### src/sv/rmq_pkg.sv
// Package for the read mapping quality block: item, result and read record types,
// register indexes and fixed widths. No dependencies.
package rmq_pkg;

	// Widths that cover the full range of MAX_BASES (1..128).
	localparam int unsigned TALLY_W = 8;
	localparam int unsigned SUM_W   = 13;

	// Configuration register indexes.
	localparam logic [1:0] CFG_QUALITY_CAP   = 2'd0;
	localparam logic [1:0] CFG_ALLOWED_MISM  = 2'd1;
	localparam logic [1:0] CFG_MISS_PENALTY  = 2'd2;

	// Item kinds.
	localparam logic REQ_HEADER = 1'b0;
	localparam logic REQ_BASE   = 1'b1;

	// Scoring constants.
	localparam logic [5:0] AVG_OFFSET   = 6'd13;
	localparam logic [6:0] MAX_MAP_QUAL = 7'd99;
	localparam logic [7:0] SUM_SAT      = 8'd255;
	localparam logic [3:0] COUNT_SAT    = 4'd15;

	typedef struct packed {
		logic       req_type;
		logic       has_match;
		logic       has_second_hit;
		logic [4:0] best_seed_mismatches;
		logic [4:0] second_seed_mismatches;
		logic [7:0] count_penalty;
		logic [7:0] base_qual;
		logic       best_mismatch;
		logic       second_mismatch;
		logic       last_base;
	} item_t;

	typedef struct packed {
		logic [6:0] map_score;
		logic       no_match;
		logic [7:0] mismatch_qual_sum;
		logic [3:0] mismatch_count;
	} result_t;

	// Everything the scoring side needs about one finished read.
	typedef struct packed {
		logic               has_match;
		logic               has_second;
		logic [4:0]         best_seed;
		logic [4:0]         second_seed;
		logic [7:0]         penalty;
		logic [SUM_W-1:0]   total_sum;
		logic [SUM_W-1:0]   best_sum;
		logic [SUM_W-1:0]   second_sum;
		logic [TALLY_W-1:0] mismatch_tally;
		logic [TALLY_W-1:0] base_tally;
	} rmq_rec_t;

	// Base penalty for a missing hit, chosen by the allowed mismatch count.
	function automatic logic [3:0] miss_base(input logic [1:0] allowed);
		logic [3:0] val;
		case (allowed)
			2'd0:    val = 4'd0;
			2'd1:    val = 4'd2;
			2'd2:    val = 4'd4;
			default: val = 4'd8;
		endcase
		return val;
	endfunction

endpackage

### src/sv/rmq_front.sv
// Front part of the read mapping quality block: latches read headers and accumulates
// base qualities one item per cycle while accept is high. Depends on rmq_pkg.
module rmq_front import rmq_pkg::*; #(
	parameter int unsigned MAX_BASES = 64
) (
	input  logic     clk,
	input  logic     arst_n,
	input  logic     accept,
	input  item_t    item,
	input  logic [5:0] quality_cap,
	output logic     rec_push,
	output rmq_rec_t rec
);

	logic               has_match_q;
	logic               has_second_q;
	logic [4:0]         best_seed_q;
	logic [4:0]         second_seed_q;
	logic [7:0]         penalty_q;
	logic [SUM_W-1:0]   total_q;
	logic [SUM_W-1:0]   best_q;
	logic [SUM_W-1:0]   second_q;
	logic [TALLY_W-1:0] mism_q;
	logic [TALLY_W-1:0] count_q;

	logic               take;
	logic [5:0]         qual;
	logic [SUM_W-1:0]   total_nx;
	logic [SUM_W-1:0]   best_nx;
	logic [SUM_W-1:0]   second_nx;
	logic [TALLY_W-1:0] mism_nx;
	logic [TALLY_W-1:0] count_nx;

	// Cap the quality and form the updated sums; bases past the limit are dropped.
	always_comb begin
		take      = (count_q < TALLY_W'(MAX_BASES));
		qual      = (item.base_qual[5:0] > quality_cap) ? quality_cap : item.base_qual[5:0];
		total_nx  = total_q;
		best_nx   = best_q;
		second_nx = second_q;
		mism_nx   = mism_q;
		count_nx  = count_q;
		if (take) begin
			total_nx = total_q + SUM_W'(qual);
			count_nx = count_q + 1'b1;
			if (item.best_mismatch) begin
				best_nx = best_q + SUM_W'(qual);
				mism_nx = mism_q + 1'b1;
			end
			if (item.second_mismatch) begin
				second_nx = second_q + SUM_W'(qual);
			end
		end
	end

	// A last base hands the finished read to the queue.
	assign rec_push = accept && (item.req_type == REQ_BASE) && item.last_base;

	always_comb begin
		rec.has_match      = has_match_q;
		rec.has_second     = has_second_q;
		rec.best_seed      = best_seed_q;
		rec.second_seed    = second_seed_q;
		rec.penalty        = penalty_q;
		rec.total_sum      = total_nx;
		rec.best_sum       = best_nx;
		rec.second_sum     = second_nx;
		rec.mismatch_tally = mism_nx;
		rec.base_tally     = count_nx;
	end

	// Header latches and accumulators.
	always_ff @(posedge clk or negedge arst_n) begin
		if (!arst_n) begin
			has_match_q   <= 1'b0;
			has_second_q  <= 1'b0;
			best_seed_q   <= '0;
			second_seed_q <= '0;
			penalty_q     <= '0;
			total_q       <= '0;
			best_q        <= '0;
			second_q      <= '0;
			mism_q        <= '0;
			count_q       <= '0;
		end else if (accept) begin
			if (item.req_type == REQ_HEADER || item.last_base) begin
				total_q  <= '0;
				best_q   <= '0;
				second_q <= '0;
				mism_q   <= '0;
				count_q  <= '0;
			end else begin
				total_q  <= total_nx;
				best_q   <= best_nx;
				second_q <= second_nx;
				mism_q   <= mism_nx;
				count_q  <= count_nx;
			end
			if (item.req_type == REQ_HEADER) begin
				has_match_q   <= item.has_match;
				has_second_q  <= item.has_second_hit;
				best_seed_q   <= item.best_seed_mismatches;
				second_seed_q <= item.second_seed_mismatches;
				penalty_q     <= item.count_penalty;
			end
		end
	end

endmodule

### src/sv/rmq_queue.sv
// Two-entry queue of finished read records between the front and back parts.
// Depends on rmq_pkg.
module rmq_queue import rmq_pkg::*; (
	input  logic     clk,
	input  logic     arst_n,
	input  logic     push,
	input  rmq_rec_t wdata,
	input  logic     pop,
	output rmq_rec_t rdata,
	output logic     full,
	output logic     empty
);

	rmq_rec_t   mem_q [2];
	logic       wr_ptr_q;
	logic       rd_ptr_q;
	logic [1:0] count_q;

	assign full  = (count_q == 2'd2);
	assign empty = (count_q == 2'd0);
	assign rdata = mem_q[rd_ptr_q];

	// Storage is written only on push and needs no reset.
	always_ff @(posedge clk) begin
		if (push && !full) begin
			mem_q[wr_ptr_q] <= wdata;
		end
	end

	// Pointers and fill count.
	always_ff @(posedge clk or negedge arst_n) begin
		if (!arst_n) begin
			wr_ptr_q <= 1'b0;
			rd_ptr_q <= 1'b0;
			count_q  <= 2'd0;
		end else begin
			if (push && !full) begin
				wr_ptr_q <= ~wr_ptr_q;
			end
			if (pop && !empty) begin
				rd_ptr_q <= ~rd_ptr_q;
			end
			count_q <= count_q + {1'b0, push && !full} - {1'b0, pop && !empty};
		end
	end

endmodule

### src/sv/rmq_back.sv
// Back part of the read mapping quality block: divides for the rounded average quality
// one quotient bit per cycle, scores the read and holds the result. Depends on rmq_pkg.
module rmq_back import rmq_pkg::*; (
	input  logic        clk,
	input  logic        arst_n,
	input  rmq_rec_t    rec,
	input  logic        rec_empty,
	output logic        rec_pop,
	input  logic [5:0]  quality_cap,
	input  logic [1:0]  allowed_mismatches,
	input  logic [39:0] missing_hit_penalties,
	input  logic        pop,
	output logic        empty,
	output result_t     result
);

	localparam logic [1:0] ST_IDLE  = 2'd0;
	localparam logic [1:0] ST_DIV   = 2'd1;
	localparam logic [1:0] ST_SCORE = 2'd2;

	logic [1:0]   state_q;
	rmq_rec_t     rec_q;
	logic [14:0]  rem_q;
	logic [8:0]   div_q;
	logic [6:0]   quo_q;
	logic [2:0]   step_q;
	logic         out_valid_q;
	result_t      out_q;

	logic [14:0]  div_shift;
	logic         sub_ok;
	logic         out_free;
	logic [5:0]   avg_adj;
	logic signed [6:0]  budget;
	logic [2:0]   bud;
	logic [7:0]   pen;
	logic [9:0]   alt;
	logic signed [14:0] aln;
	logic signed [14:0] best;
	logic signed [5:0]  seed_gap;
	logic [6:0]   score;
	result_t      res_nx;

	assign rec_pop  = (state_q == ST_IDLE) && !rec_empty;
	assign out_free = !out_valid_q || pop;
	assign empty    = !out_valid_q;
	assign result   = out_q;

	// Restoring division step: one quotient bit per cycle, highest first.
	assign div_shift = {6'd0, div_q} << step_q;
	assign sub_ok    = (rem_q >= div_shift);

	// Final scoring from the quotient and the latched read record.
	always_comb begin
		avg_adj  = (quo_q[5:0] > AVG_OFFSET && !quo_q[6]) ? (quo_q[5:0] - AVG_OFFSET) :
			(quo_q[6] ? 6'd63 : 6'd0);
		budget   = $signed({5'd0, allowed_mismatches}) + 7'sd1 - $signed({2'd0, rec_q.best_seed});
		bud      = budget[2:0];
		case (bud)
			3'd0:    pen = missing_hit_penalties[7:0];
			3'd1:    pen = missing_hit_penalties[15:8];
			3'd2:    pen = missing_hit_penalties[23:16];
			3'd3:    pen = missing_hit_penalties[31:24];
			default: pen = missing_hit_penalties[39:32];
		endcase
		if (budget >= 7'sd0) begin
			alt = 10'(miss_base(allowed_mismatches)) + 10'(avg_adj * bud) + 10'(pen);
		end else begin
			alt = 10'd0;
		end
		seed_gap = $signed({1'b0, rec_q.second_seed}) - $signed({1'b0, rec_q.best_seed});
		if (!rec_q.has_second) begin
			aln = 15'sd99;
		end else begin
			aln = $signed({2'd0, rec_q.second_sum}) - $signed({2'd0, rec_q.best_sum})
				- $signed({7'd0, rec_q.penalty});
			if (seed_gap <= 6'sd1 && aln > $signed({9'd0, quality_cap})) begin
				aln = $signed({9'd0, quality_cap});
			end
		end
		best = ($signed({5'd0, alt}) < aln) ? $signed({5'd0, alt}) : aln;
		if (best < 15'sd0) begin
			score = 7'd0;
		end else if (best > $signed({8'd0, MAX_MAP_QUAL})) begin
			score = MAX_MAP_QUAL;
		end else begin
			score = best[6:0];
		end
		res_nx.no_match = !rec_q.has_match;
		if (rec_q.has_match) begin
			res_nx.map_score         = score;
			res_nx.mismatch_qual_sum = (rec_q.best_sum > SUM_W'(SUM_SAT)) ? SUM_SAT :
				rec_q.best_sum[7:0];
			res_nx.mismatch_count    = (rec_q.mismatch_tally > TALLY_W'(COUNT_SAT)) ? COUNT_SAT :
				rec_q.mismatch_tally[3:0];
		end else begin
			res_nx.map_score         = 7'd0;
			res_nx.mismatch_qual_sum = 8'd0;
			res_nx.mismatch_count    = 4'd0;
		end
	end

	// Working registers of the divider and the held read record.
	always_ff @(posedge clk) begin
		if (rec_pop) begin
			rec_q  <= rec;
			rem_q  <= {rec.total_sum, 1'b0} + 15'(rec.base_tally);
			div_q  <= {rec.base_tally, 1'b0};
			quo_q  <= 7'd0;
			step_q <= 3'd6;
		end else if (state_q == ST_DIV) begin
			if (sub_ok) begin
				rem_q <= rem_q - div_shift;
			end
			quo_q[step_q] <= sub_ok;
			step_q        <= step_q - 1'b1;
		end
	end

	// Sequencer.
	always_ff @(posedge clk or negedge arst_n) begin
		if (!arst_n) begin
			state_q <= ST_IDLE;
		end else begin
			unique case (state_q)
				ST_IDLE: begin
					if (rec_pop) begin
						state_q <= (rec.has_match && rec.base_tally != '0) ? ST_DIV : ST_SCORE;
					end
				end
				ST_DIV: begin
					if (step_q == 3'd0) begin
						state_q <= ST_SCORE;
					end
				end
				ST_SCORE: begin
					if (out_free) begin
						state_q <= ST_IDLE;
					end
				end
				default: state_q <= ST_IDLE;
			endcase
		end
	end

	// Output register.
	always_ff @(posedge clk or negedge arst_n) begin
		if (!arst_n) begin
			out_valid_q <= 1'b0;
		end else if (state_q == ST_SCORE && out_free) begin
			out_valid_q <= 1'b1;
		end else if (pop) begin
			out_valid_q <= 1'b0;
		end
	end

	always_ff @(posedge clk) begin
		if (state_q == ST_SCORE && out_free) begin
			out_q <= res_nx;
		end
	end

endmodule

### src/sv/read_mapping_quality.sv
// Read mapping quality block: base items stream in at one per cycle while full is low;
// each finished read passes the queue, the load, the divider steps and the score step,
// skipping the divider without a match or bases; the score step waits for a free output
// register. A two-entry queue lets the next read stream in meanwhile, and full rises
// only when two finished reads wait. Reset clears header latches, sums, queue and result;
// config is set to defaults. Depends on rmq_pkg, rmq_front, rmq_queue and rmq_back.
module read_mapping_quality import rmq_pkg::*; #(
	parameter int unsigned MAX_BASES = 64
) (
	input  logic        clk,
	input  logic        arst_n,
	input  logic        push,
	output logic        full,
	input  item_t       item,
	output logic        empty,
	input  logic        pop,
	output result_t     result,
	input  logic        cfg_valid,
	output logic        cfg_ready,
	input  logic [1:0]  cfg_index,
	input  logic [39:0] cfg_data
);

	logic [5:0]  quality_cap_q;
	logic [1:0]  allowed_mism_q;
	logic [39:0] miss_pen_q;

	logic        accept;
	logic        rec_push;
	rmq_rec_t    rec_in;
	rmq_rec_t    rec_out;
	logic        q_full;
	logic        q_empty;
	logic        rec_pop;

	assign cfg_ready = 1'b1;
	assign full      = q_full;
	assign accept    = push && !q_full;

	// Configuration registers; unknown indexes are ignored.
	always_ff @(posedge clk or negedge arst_n) begin
		if (!arst_n) begin
			quality_cap_q  <= 6'd63;
			allowed_mism_q <= 2'd2;
			miss_pen_q     <= '0;
		end else if (cfg_valid) begin
			unique case (cfg_index)
				CFG_QUALITY_CAP:  quality_cap_q  <= cfg_data[5:0];
				CFG_ALLOWED_MISM: allowed_mism_q <= cfg_data[1:0];
				CFG_MISS_PENALTY: miss_pen_q     <= cfg_data;
				default: ;
			endcase
		end
	end

	rmq_front #(
		.MAX_BASES (MAX_BASES)
	) u_front (
		.clk         (clk),
		.arst_n      (arst_n),
		.accept      (accept),
		.item        (item),
		.quality_cap (quality_cap_q),
		.rec_push    (rec_push),
		.rec         (rec_in)
	);

	rmq_queue u_queue (
		.clk    (clk),
		.arst_n (arst_n),
		.push   (rec_push),
		.wdata  (rec_in),
		.pop    (rec_pop),
		.rdata  (rec_out),
		.full   (q_full),
		.empty  (q_empty)
	);

	rmq_back u_back (
		.clk                   (clk),
		.arst_n                (arst_n),
		.rec                   (rec_out),
		.rec_empty             (q_empty),
		.rec_pop               (rec_pop),
		.quality_cap           (quality_cap_q),
		.allowed_mismatches    (allowed_mism_q),
		.missing_hit_penalties (miss_pen_q),
		.pop                   (pop),
		.empty                 (empty),
		.result                (result)
	);

	// A read without a hit carries no score or sums.
	a_no_match_zero: assert property (@(posedge clk) disable iff (!arst_n)
		(!empty && result.no_match) |->
		(result.map_score == 7'd0 && result.mismatch_qual_sum == 8'd0 &&
		result.mismatch_count == 4'd0))
		else $error("no-match result carries nonzero fields");

	// The score is clamped to its range.
	a_score_range: assert property (@(posedge clk) disable iff (!arst_n)
		!empty |-> (result.map_score <= MAX_MAP_QUAL))
		else $error("mapping quality out of range");

	// Below count saturation, the mismatch sum is bounded by the quality ceiling.
	a_sum_bound: assert property (@(posedge clk) disable iff (!arst_n)
		(!empty && result.mismatch_count < COUNT_SAT) |->
		({2'd0, result.mismatch_qual_sum} <= 10'd63 * {6'd0, result.mismatch_count}))
		else $error("mismatch sum exceeds what the count allows");

	// A finished read is never pushed into a full queue.
	a_no_overflow: assert property (@(posedge clk) disable iff (!arst_n)
		rec_push |-> !q_full)
		else $error("read record pushed into full queue");

endmodule
### config.mk
export PLATFORM = sky130hd
export DESIGN_NAME = read_mapping_quality
export DESIGN_NICKNAME = d
export VERILOG_FILES = /design/src/sv/rmq_pkg.sv /design/src/sv/rmq_front.sv /design/src/sv/rmq_queue.sv /design/src/sv/rmq_back.sv /design/src/sv/read_mapping_quality.sv
export SDC_FILE = /design/constraint.sdc
export NUM_CORES = 1
export LEC_CHECK = 0
export BUFFER_PORTS_ARGS = -buffer_cell sky130_fd_sc_hd__buf_2
export CAP_MARGIN = 20
export CORE_MARGIN = 2
export CORE_UTILIZATION = 50
export DETAILED_ROUTE_END_ITERATION = 10
export GPL_TIMING_DRIVEN = 0
export PLACE_DENSITY = 0.64
export SETUP_SLACK_MARGIN = 0.3
export SYNTH_ARGS = -nofsm -noshare
export SYNTH_HDL_FRONTEND = slang
export SYNTH_SLANG_ARGS = --single-unit
### constraint.sdc
create_clock -name clk -period 7.97 [get_ports clk]
set_input_delay 1.1955 -clock clk [delete_from_list [all_inputs] [get_ports clk]]
set_output_delay 1.1955 -clock clk [all_outputs]
set_load 0.01 [all_outputs]
==> results.yml, run 1 <==
outcome:
  status: "finished clean"
place:
  io_buffers: 98
  gp_congestion: 0.909
  place_hpwl_mm: 33.3
  dpl_cell_area_um2: 21600
clock_network:
  clk_latency_ns: 0.57
  cts_sinks: 386
  numCtsBuffers: 42
  cts_tree: "yes"
  htree_levels: 2
  clockRootBuffer: "clkbuf_16"
  clk_pin_slew_ns: 0.06
  cts_buffer_depth: 3
synthesis:
  synth.area.top_cells: "edfxtp_1, dfrtp_1, mux2_2, ha_1, xnor2_1"
  synth_top_cell_area_share_pct: 36.4
  netlist_area_um2: 20300
  syn_inst: 1625
  synthArstFlopShare_pct: 33.7
  ys.flop_type: "edfxtp_1"
  yosysTopAreaCell: "edfxtp_1"
  yosysMostFrequentCell: "edfxtp_1"
  synth_nets: 1843
  synth_area_per_cell_um2: 12.5
  seq_area_frac_synth_pct: 53.5
  ys_warn_count: 0
  ys_types: 80
  ys_seq_elements: 386
  ys_top_cells_by_count: "edfxtp_1, mux2_2, dfrtp_1"
  synth_edf_count: 246
final_layout:
  area_delta_synth_final_pct: 13.6
  nFillCells: 3242
  finalNetCount: 2004
  drive_above_1_share_pct: 21.9
  finish.utilization_pct: 57.8
  stdcell_area_um2: 23100
  diodes: 0
global_route:
  antenna_found_initial: 1
  overflow: 0
  grt_pass1_wl_mm: 72.4
  grt_max_degree: 80
  grt_pass1_vias: 13300
  grt_use_total_pct: 22.4
worst_setup_path:
  start_kind: "flip-flop"
  critPathKind: "flip-flop to flip-flop"
  cp-end-kind: "flip-flop"
  cp.arrival_ns: 7.80
  worstPathMaxFanout: 9
  worstPathRequired_ns: 8.40
routing:
  drt_iter0_drc: 791
  dr.pass1.iters: 5
  route.vias.total: 13000
  routed_wire_length_per_instance_um: 19.5
  final_antenna_net_count: 0
  route.detailed.drc: 0
  wirelength_mm: 45.6
  via_per_inst: 5.56
timing:
  setup_tns_ns: 0
  fin_crit_ns: 7.37
  min_period_over_period_pct: 92.5
  finalHoldViolCount: 0
  fmaxAchievable_mhz: 136
  tightest_slew_ns: 1.01
  rsz0062_at_grt: "false"
  finClkSkew_ns: 0.0137
  setup_viol: 0
  finalMaxSlewViolations: 0
  hold_ws_ns: 0.468
  maxSlewHeadroom_pct: 32.2
pwr:
  power.density_nw_per_um2: 489
  p_leak_nw: 9.57
  ir_worst_vdd_mv: 0.306
floorplan:
  die_x_um: 205
  initial_core_util_pct: 50.8
  die_area_um2: 42200
  io_pins: 102
  core_um2: 39900
  rows: 73
  die_h_um: 205
run:
  maxCapViolCount: 0
hold_path:
  hp-class: "flip-flop to flip-flop"
==> metrics by stage <==
| step | power, W | instances | setup slack, ns |
|---|---|---|---|
| 3_3_place_gp | 0.00909 | 2248 | -0.191 |
| 5_1_grt | 0.0122 | 2344 | 0.284 |
| 3_5_place_dp | 0.00923 | 2255 | -0.116 |
| 2_1_floorplan | 0.00769 | 1625 | 0.736 |
| 4_1_cts | 0.0112 | 2333 | 0.347 |
| 6_report | 0.0113 | 2344 | 0.599 |
==> worst max-delay path, stage by stage, from the launching register on <==
cell and delay, ns:
dfstp_2 0.56, ha_1 0.25, fa_2 0.41, xor2_4 0.23
buf_6 0.16, or2_2 0.30, fa_1 0.47, fa_1 0.51
fa_1 0.55, inv_1 0.04, ha_1 0.22, fa_2 0.35
xnor2_1 0.14, nor4_2 0.32, ha_1 0.30, a21o_1 0.19
a21o_1 0.18, a21oi_2 0.14, nand2_1 0.07, a21oi_1 0.13
o21bai_1 0.10, a21oi_1 0.14, ha_1 0.15, inv_1 0.09
or4_2 0.66, o211ai_1 0.16, nor3b_4 0.25, and2_1 0.16
==> sequential cells by signal (all words and copies together), names as in the netlist, 6 cells and up <==
signal,cells
u_front.second_q,13
u_front.penalty_q,8
u_back.result,20
u_back.rem_q,14
u_back.rec_q,54
u_front.mism_q,8
miss_pen_q,40
u_front.total_q,13
quality_cap_q,6
u_back.div_q,8
u_back.quo_q,7
u_front.best_q,13
u_queue.mem_q,150
u_front.count_q,8
==> report_power, final <==
part / internal, W / switching [W] / leakage, nW
clock: 0.00105 / 0.000788 / 0.633
sequential: 0.00283 / 0.000246 / 4.01
combinational: 0.00273 / 0.00363 / 4.94
total: 0.00661 / 0.00466 / 9.57
==> cell usage in the layout (no fill, tap or decap), types with 11 or more instances in the layout <==
cell         n
inv_1      102
a21o_1      26
a211oi_1    14
nor2_1      99
clkbuf_16   44
clkbuf_1    54
fa_1        20
buf_2      100
nor3_1      17
nand2_1     87
dfrtp_1    123
o21a_1      16
or2_2       13
buf_4       13
ha_1       117
nor2b_1     26
clkinv_1    11
mux2i_1     27
and2_1      13
o21ai_0     42
nand3_1     18
a21oi_1     65
xnor2_1     53
edfxtp_1   246
xor2_1      34
nand2b_1    17
a31oi_1     15
nor3b_1     11
a22o_1      51
mux2_2     155
==> final cells by class <==
class	count	area [um2]	area share [%]
plain buffers	57	231	1.00
clock buffers	56	1160	5.02
clock inverters	21	131	0.570
inverters	104	390	1.69
multi-input cells	1078	8910	38.6
flip-flops and latches	386	10800	47.1
well taps	525	657	2.85
repair buffers	117	729	3.16
==> routing by layer <==
layer / global-route usage, % / up-vias / wire [um]
li1: - / 6269 / -
met1: 30.0 / 6441 / 20900
met2: 37.5 / 249 / 21600
met3: 3.23 / 78 / 1870
met4: 7.71 / 2 / 1280
met5: 0 / - / 13
==> timing repair <==
item	in CTS	in global routing
setup buffers	1	11
resized for setup	6	11
pin swaps	1	8
cloned	0	0
endpoints found under the setup margin	7	7
hold buffers	0	0
==> logic make-up after synthesis <==
group	Yosys count	share of synthesized area, %
buffers and inverters	161	3.00
flip-flops	386	53.5
AND/OR/NAND/NOR	360	8.87
multiplexers	191	10.9
XOR/XNOR	89	3.88
AO/OA/AOI/OAI	298	10.4
other	1	0.0185
adder cells (fa/ha/maj)	139	9.39
==> final timing paths <==
check                                     start                   end  slack [ns]  cells past startpoint
setup / recovery              allowed_mism_q[1]     u_back.result[15]        0.60                     27
hold / removal             u_front.has_second_q  u_queue.mem_q[1][73]        0.47                      0
setup reg to reg              allowed_mism_q[1]     u_back.result[15]        0.60                     27
hold reg to reg            u_front.has_second_q  u_queue.mem_q[1][73]        0.47                      0
max in group asynchronous                arst_n    u_front.count_q[7]        6.55                      2
min in group asynchronous                arst_n        miss_pen_q[30]        0.59                      1
Power figures use the tool's default switching activity.
==> inputs of run 2 (changes only) <==
Settings changed: CORE_UTILIZATION 50 to 62, PLACE_DENSITY 0.64 to 0.78.
==> results.yml, run 2 (same netlist as run 1, synthesis figures left out) <==
clock_network:
  ctsHoldBuffers: 0
  clockRootBuffer: "clkbuf_16"
  htree_levels: 2
  cts_tree: "yes"
  clk_latency_ns: 0.53
  cts_buffer_depth: 3
  numCtsBuffers: 40
  cts_sinks: 386
  clk_pin_slew_ns: 0.06
floorplan:
  io_pins: 102
  die_x_um: 185
  die_h_um: 185
  core_um2: 32400
  die_area_um2: 34200
  rows: 66
  initial_core_util_pct: 62.7
final_layout:
  layout_common_cells: "edfxtp_1, mux2_2, dfrtp_1, ha_1, inv_1"
  final_common_cell: "edfxtp_1"
  area_delta_synth_final_pct: 13.4
  finalNetCount: 2003
  drive_above_1_share_pct: 22.3
  top_regs: "u_queue.mem_q x150, u_back.rec_q x54, miss_pen_q x40"
  largest_reg_flops: 150
  regMostFlops: "u_queue.mem_q"
  nFillCells: 2212
  fin_cells: 2259
  diodes: 0
timing:
  finalMaxSlewViolations: 0
  rsz0062_at_grt: "false"
  layout_setup_ws_ns: 0.612
  finClkSkew_ns: 0.0117
  fmaxAchievable_mhz: 136
  tightest_slew_ns: 1.11
  min_period_over_period_pct: 92.3
  setup_viol: 0
  finalHoldViolCount: 0
  maxSlewHeadroom_pct: 25.1
  fin_crit_ns: 7.36
worst_setup_path:
  cp-end-kind: "flip-flop"
  cp.arrival_ns: 7.61
  critPathKind: "flip-flop to flip-flop"
  start_kind: "flip-flop"
  worstPathRequired_ns: 8.23
  worstPathMaxFanout: 7
routing:
  route.vias.total: 13200
  route.detailed.drc: 0
  routed_wire_length_per_instance_um: 19.4
  final_antenna_net_count: 0
  dr.pass1.iters: 7
  via_per_inst: 5.86
  drt_iter0_drc: 689
  wirelength_mm: 43.7
global_route:
  grt_pass1_vias: 13400
  grt_use_total_pct: 26.1
  grt_pass1_wl_mm: 69.3
  overflow: 0
  grt_max_degree: 91
  antenna_found_initial: 0
outcome:
  status: "finished clean"
place:
  place_inst: 2173
  io_buffers: 98
  place_hpwl_mm: 32.0
  place_ws_ns: -0.229
  gp_congestion: 0.906
run:
  maxCapViolCount: 0
hold_path:
  hp-class: "flip-flop to flip-flop"
## run 2: cell count changes in the layout (fill, tap and decap cells not counted), moves of 2 or more
cell,previous run,this run
clkbuf_1,54,49
bufinv_16,1,5
clkbuf_16,44,41
buf_2,100,98
clkbuf_4,1,3
clkbuf_8,1,3
## run 2: what timing repair did
item,4_1_cts,5_1_grt
buffers inserted,1,10
gates resized for setup,5,15
pin swaps,1,11
hold endpoints to repair,0,0
setup endpoints to repair,7,7
## run 2: stage by stage
stage / hold slack [ns] / area, um2 / utilization (%) / setup TNS (ns)
6_report: 0.472 / 23000 / 71.1 / 0
5_1_grt: 0.487 / 23000 / 71.1 / 0
4_1_cts: 0.469 / 22900 / 70.7 / 0
3_5_place_dp: 0.455 / 21500 / 66.5 / -0.775
3_3_place_gp: 0.443 / 21300 / 65.9 / -0.519
2_1_floorplan: 0.438 / 20300 / - / 0
## run 2: per-layer routing
metal / track usage [%] / share of wire (%) / vias up
met5: 0 / 0 / -
met1: 35.7 / 44 / 6567
met4: 8.19 / 2.7 / 0
met2: 44.0 / 48 / 325
li1: - / - / 6276
met3: 3.20 / 4.5 / 72
## run 2: worst paths after layout
path	slack (ns)	to	startpoint	cells after the start
worst max-delay path	0.61	u_back.result[14]	allowed_mism_q[1]	27
max in group asynchronous	6.52	u_front.count_q[6]	arst_n	2
worst min register to register	0.47	u_queue.mem_q[1][59]	u_front.penalty_q[4]	0
worst min-delay path	0.47	u_queue.mem_q[1][59]	u_front.penalty_q[4]	0
worst max register to register	0.61	u_back.result[14]	allowed_mism_q[1]	27
min in group asynchronous	0.58	miss_pen_q[30]	arst_n	1
## run 2: worst max-delay path, stage by stage (launching register included)
cell      delay (ns)
dfstp_2         0.56
ha_1            0.24
fa_2            0.40
xor2_4          0.20
buf_6           0.15
or2_2           0.29
fa_1            0.50
fa_1            0.44
fa_1            0.55
inv_1           0.04
ha_1            0.21
fa_2            0.35
xnor2_1         0.15
nor4_2          0.34
ha_1            0.30
a21o_1          0.18
a21o_1          0.18
a21oi_2         0.16
nand2_1         0.10
a21oi_2         0.11
o21bai_1        0.08
a21oi_1         0.17
ha_1            0.19
inv_2           0.07
or4_2           0.66
o211ai_1        0.18
buf_4           0.19
o211ai_1        0.09
## run 2: area by class of cell
cell class              count  area (um2)  share of cell area (%)
well taps                 442         553                    2.40
clock inverters            24         245                    1.07
inverters                 104         390                    1.70
flip-flops and latches    386       10900                    47.2
multi-input cells        1078        8880                    38.6
clock buffers              50        1090                    4.74
plain buffers              57         235                    1.02
repair buffers            118         752                    3.27
Power of run 2 is not shown: default switching activity piles up to over one toggle a cycle in this logic, so the estimate is an artifact.
==> inputs of run 3 (changes only) <==
Settings changed: BUFFER_PORTS_ARGS -buffer_cell sky130_fd_sc_hd__buf_2 to -buffer_cell sky130_fd_sc_hd__buf_4.
==> results.yml, run 3 (same netlist as run 1, synthesis figures left out) <==
timing:
  setup_viol: 0
  rsz0062_at_grt: "false"
  maxSlewHeadroom_pct: 26.3
  fmaxAchievable_mhz: 136
  finClkSkew_ns: 0.0216
  finalHoldViolCount: 0
  tightest_slew_ns: 1.09
  min_period_over_period_pct: 92.4
  finalMaxSlewViolations: 0
  fin_crit_ns: 7.37
clock_network:
  clk_pin_slew_ns: 0.06
  clk_latency_ns: 0.55
  clockRootBuffer: "clkbuf_16"
  cts_sinks: 386
  cts_tree: "yes"
  htree_levels: 2
  cts_buffer_depth: 3
  numCtsBuffers: 41
global_route:
  grt_max_degree: 82
  grt_use_total_pct: 26.0
  grt_pass1_wl_mm: 68.6
  grt_pass1_vias: 13100
  antenna_found_initial: 1
  met3_usage_pct: 3.87
  grt_busiest_layer: "met2"
  overflow: 0
  use_met1_pct: 35.3
  use_met2_pct: 43.8
place:
  place_inst: 2173
  gp_congestion: 0.917
  io_buffers: 98
  place_hpwl_mm: 32.0
  dpl_cell_area_um2: 21700
hold_path:
  holdPathStages: 0
  hp-class: "flip-flop to flip-flop"
  hp-start: "u_front.penalty_q[4]"
routing:
  via_per_inst: 5.92
  route.detailed.drc: 0
  route.vias.total: 13300
  dr.pass1.iters: 7
  final_antenna_net_count: 0
  routed_wire_length_per_instance_um: 19.5
  drt_iter0_drc: 831
  wirelength_mm: 44.0
worst_setup_path:
  startpoint: "allowed_mism_q[1]"
  start_kind: "flip-flop"
  worstPathRequired_ns: 8.23
  critPathKind: "flip-flop to flip-flop"
  r2r_start: "allowed_mism_q[1]"
  reg2reg_depth: 27
  worstPathMaxFanout: 5
  cp.arrival_ns: 7.62
  cp-end-kind: "flip-flop"
pwr:
  p_switching_w: 0.00463
  sequentialPowerShare_pct: 27.4
  ir_worst_vdd_mv: 0.284
  power.share.clock_pct: 16.8
  power.density_nw_per_um2: 486
  power.internal_w: 0.00663
  pwr-share-comb_pct: 55.8
  swShare_pct: 41.1
  p_leak_nw: 9.65
floorplan:
  die_area_um2: 34200
  die_h_um: 185
  io_pins: 102
  initial_core_util_pct: 62.7
  die_x_um: 185
  rows: 66
  core_um2: 32400
final_layout:
  finish.utilization_pct: 71.6
  diodes: 0
  stdcell_area_um2: 23200
  final_common_cell: "edfxtp_1"
  regMostFlops: "u_queue.mem_q"
  area_delta_synth_final_pct: 14.2
  layout_common_cells: "edfxtp_1, mux2_2, dfrtp_1, ha_1, buf_4"
  top_regs: "u_queue.mem_q x150, u_back.rec_q x54, miss_pen_q x40"
  nFillCells: 2244
  drive_above_1_share_pct: 22.1
  fin_cells: 2253
  largest_reg_flops: 150
  finalNetCount: 1996
run:
  maxCapViolCount: 0
outcome:
  status: "finished clean"
## run 3: changes by cell type in the layout (fill, tap and decap cells not counted), sizes merged
cell      before  now
bufinv         5    4
clkinv        18   19
clkbuf        97   96
clkinvlp       1    2
buf          128  122
## run 3: power by group through the flow
stage | Clock, W | Combinational, W | Sequential (W)
floorplan | 0 | 0.00463 | 0.00306
global placement | 0 | 0.00589 | 0.00313
detailed placement | 0 | 0.00611 | 0.00312
CTS | 0.00192 | 0.00620 | 0.00308
global route | 0.00200 | 0.00696 | 0.00313
finish | 0.00189 | 0.00629 | 0.00309
## run 3: layer usage
| metal | up-vias | routed length (um) |
|---|---|---|
| met2 | 413 | 21200 |
| met5 | - | 0 |
| met3 | 90 | 2630 |
| li1 | 6252 | - |
| met4 | 0 | 1390 |
| met1 | 6572 | 18800 |
## run 3: what timing repair did
action                                  4_1_cts  5_1_grt
resized for setup                             6       14
pin swaps                                     1       10
setup buffers                                 1        3
hold buffers                                  0        0
endpoints found under the setup margin        7        7
## run 3: stage by stage
step           setup WS [ns]  hold WS (ns)  setup TNS, ns  total power (W)
2_1_floorplan          0.736         0.438              0          0.00769
3_3_place_gp         -0.0320         0.442        -0.0798          0.00902
3_5_place_dp         -0.0965         0.454         -0.269          0.00922
4_1_cts                0.385         0.467              0           0.0112
5_1_grt                0.229         0.487              0           0.0121
6_report               0.604         0.467              0           0.0113
## run 3: area by class of cell
class	count	area (um2)	area share, %
sequential	386	10900	46.8
multi-input combinational	1078	8880	38.3
clock buffer	51	1080	4.68
timing repair buffer	110	920	3.97
tap	442	553	2.39
inverter	104	390	1.68
clock inverter	25	263	1.13
buffer	57	235	1.01
## run 3: worst paths after layout
| check | endpoint | slack (ns) |
|---|---|---|
| min | u_queue.mem_q[1][59] | 0.47 |
| max | u_back.result[14] | 0.60 |
| min in group asynchronous | miss_pen_q[31] | 0.61 |
| max reg2reg | u_back.result[14] | 0.60 |
| max in group asynchronous | u_front.count_q[4] | 6.49 |
| min reg2reg | u_queue.mem_q[1][59] | 0.47 |
## run 3: worst max-delay path, stage by stage, from the launching register on
cell,delay (ns)
dfstp_2,0.56
ha_1,0.25
fa_2,0.40
xor2_4,0.20
buf_6,0.14
or2_2,0.30
fa_1,0.51
fa_1,0.45
fa_1,0.58
inv_1,0.06
ha_2,0.20
fa_2,0.37
xnor2_1,0.15
nor4_2,0.34
ha_1,0.30
a21o_1,0.18
a21o_1,0.18
a21oi_2,0.14
nand2_1,0.08
a21oi_1,0.13
o21bai_1,0.09
a21oi_1,0.15
ha_1,0.17
inv_2,0.07
or4_2,0.66
o211ai_1,0.17
buf_4,0.19
o211ai_1,0.08
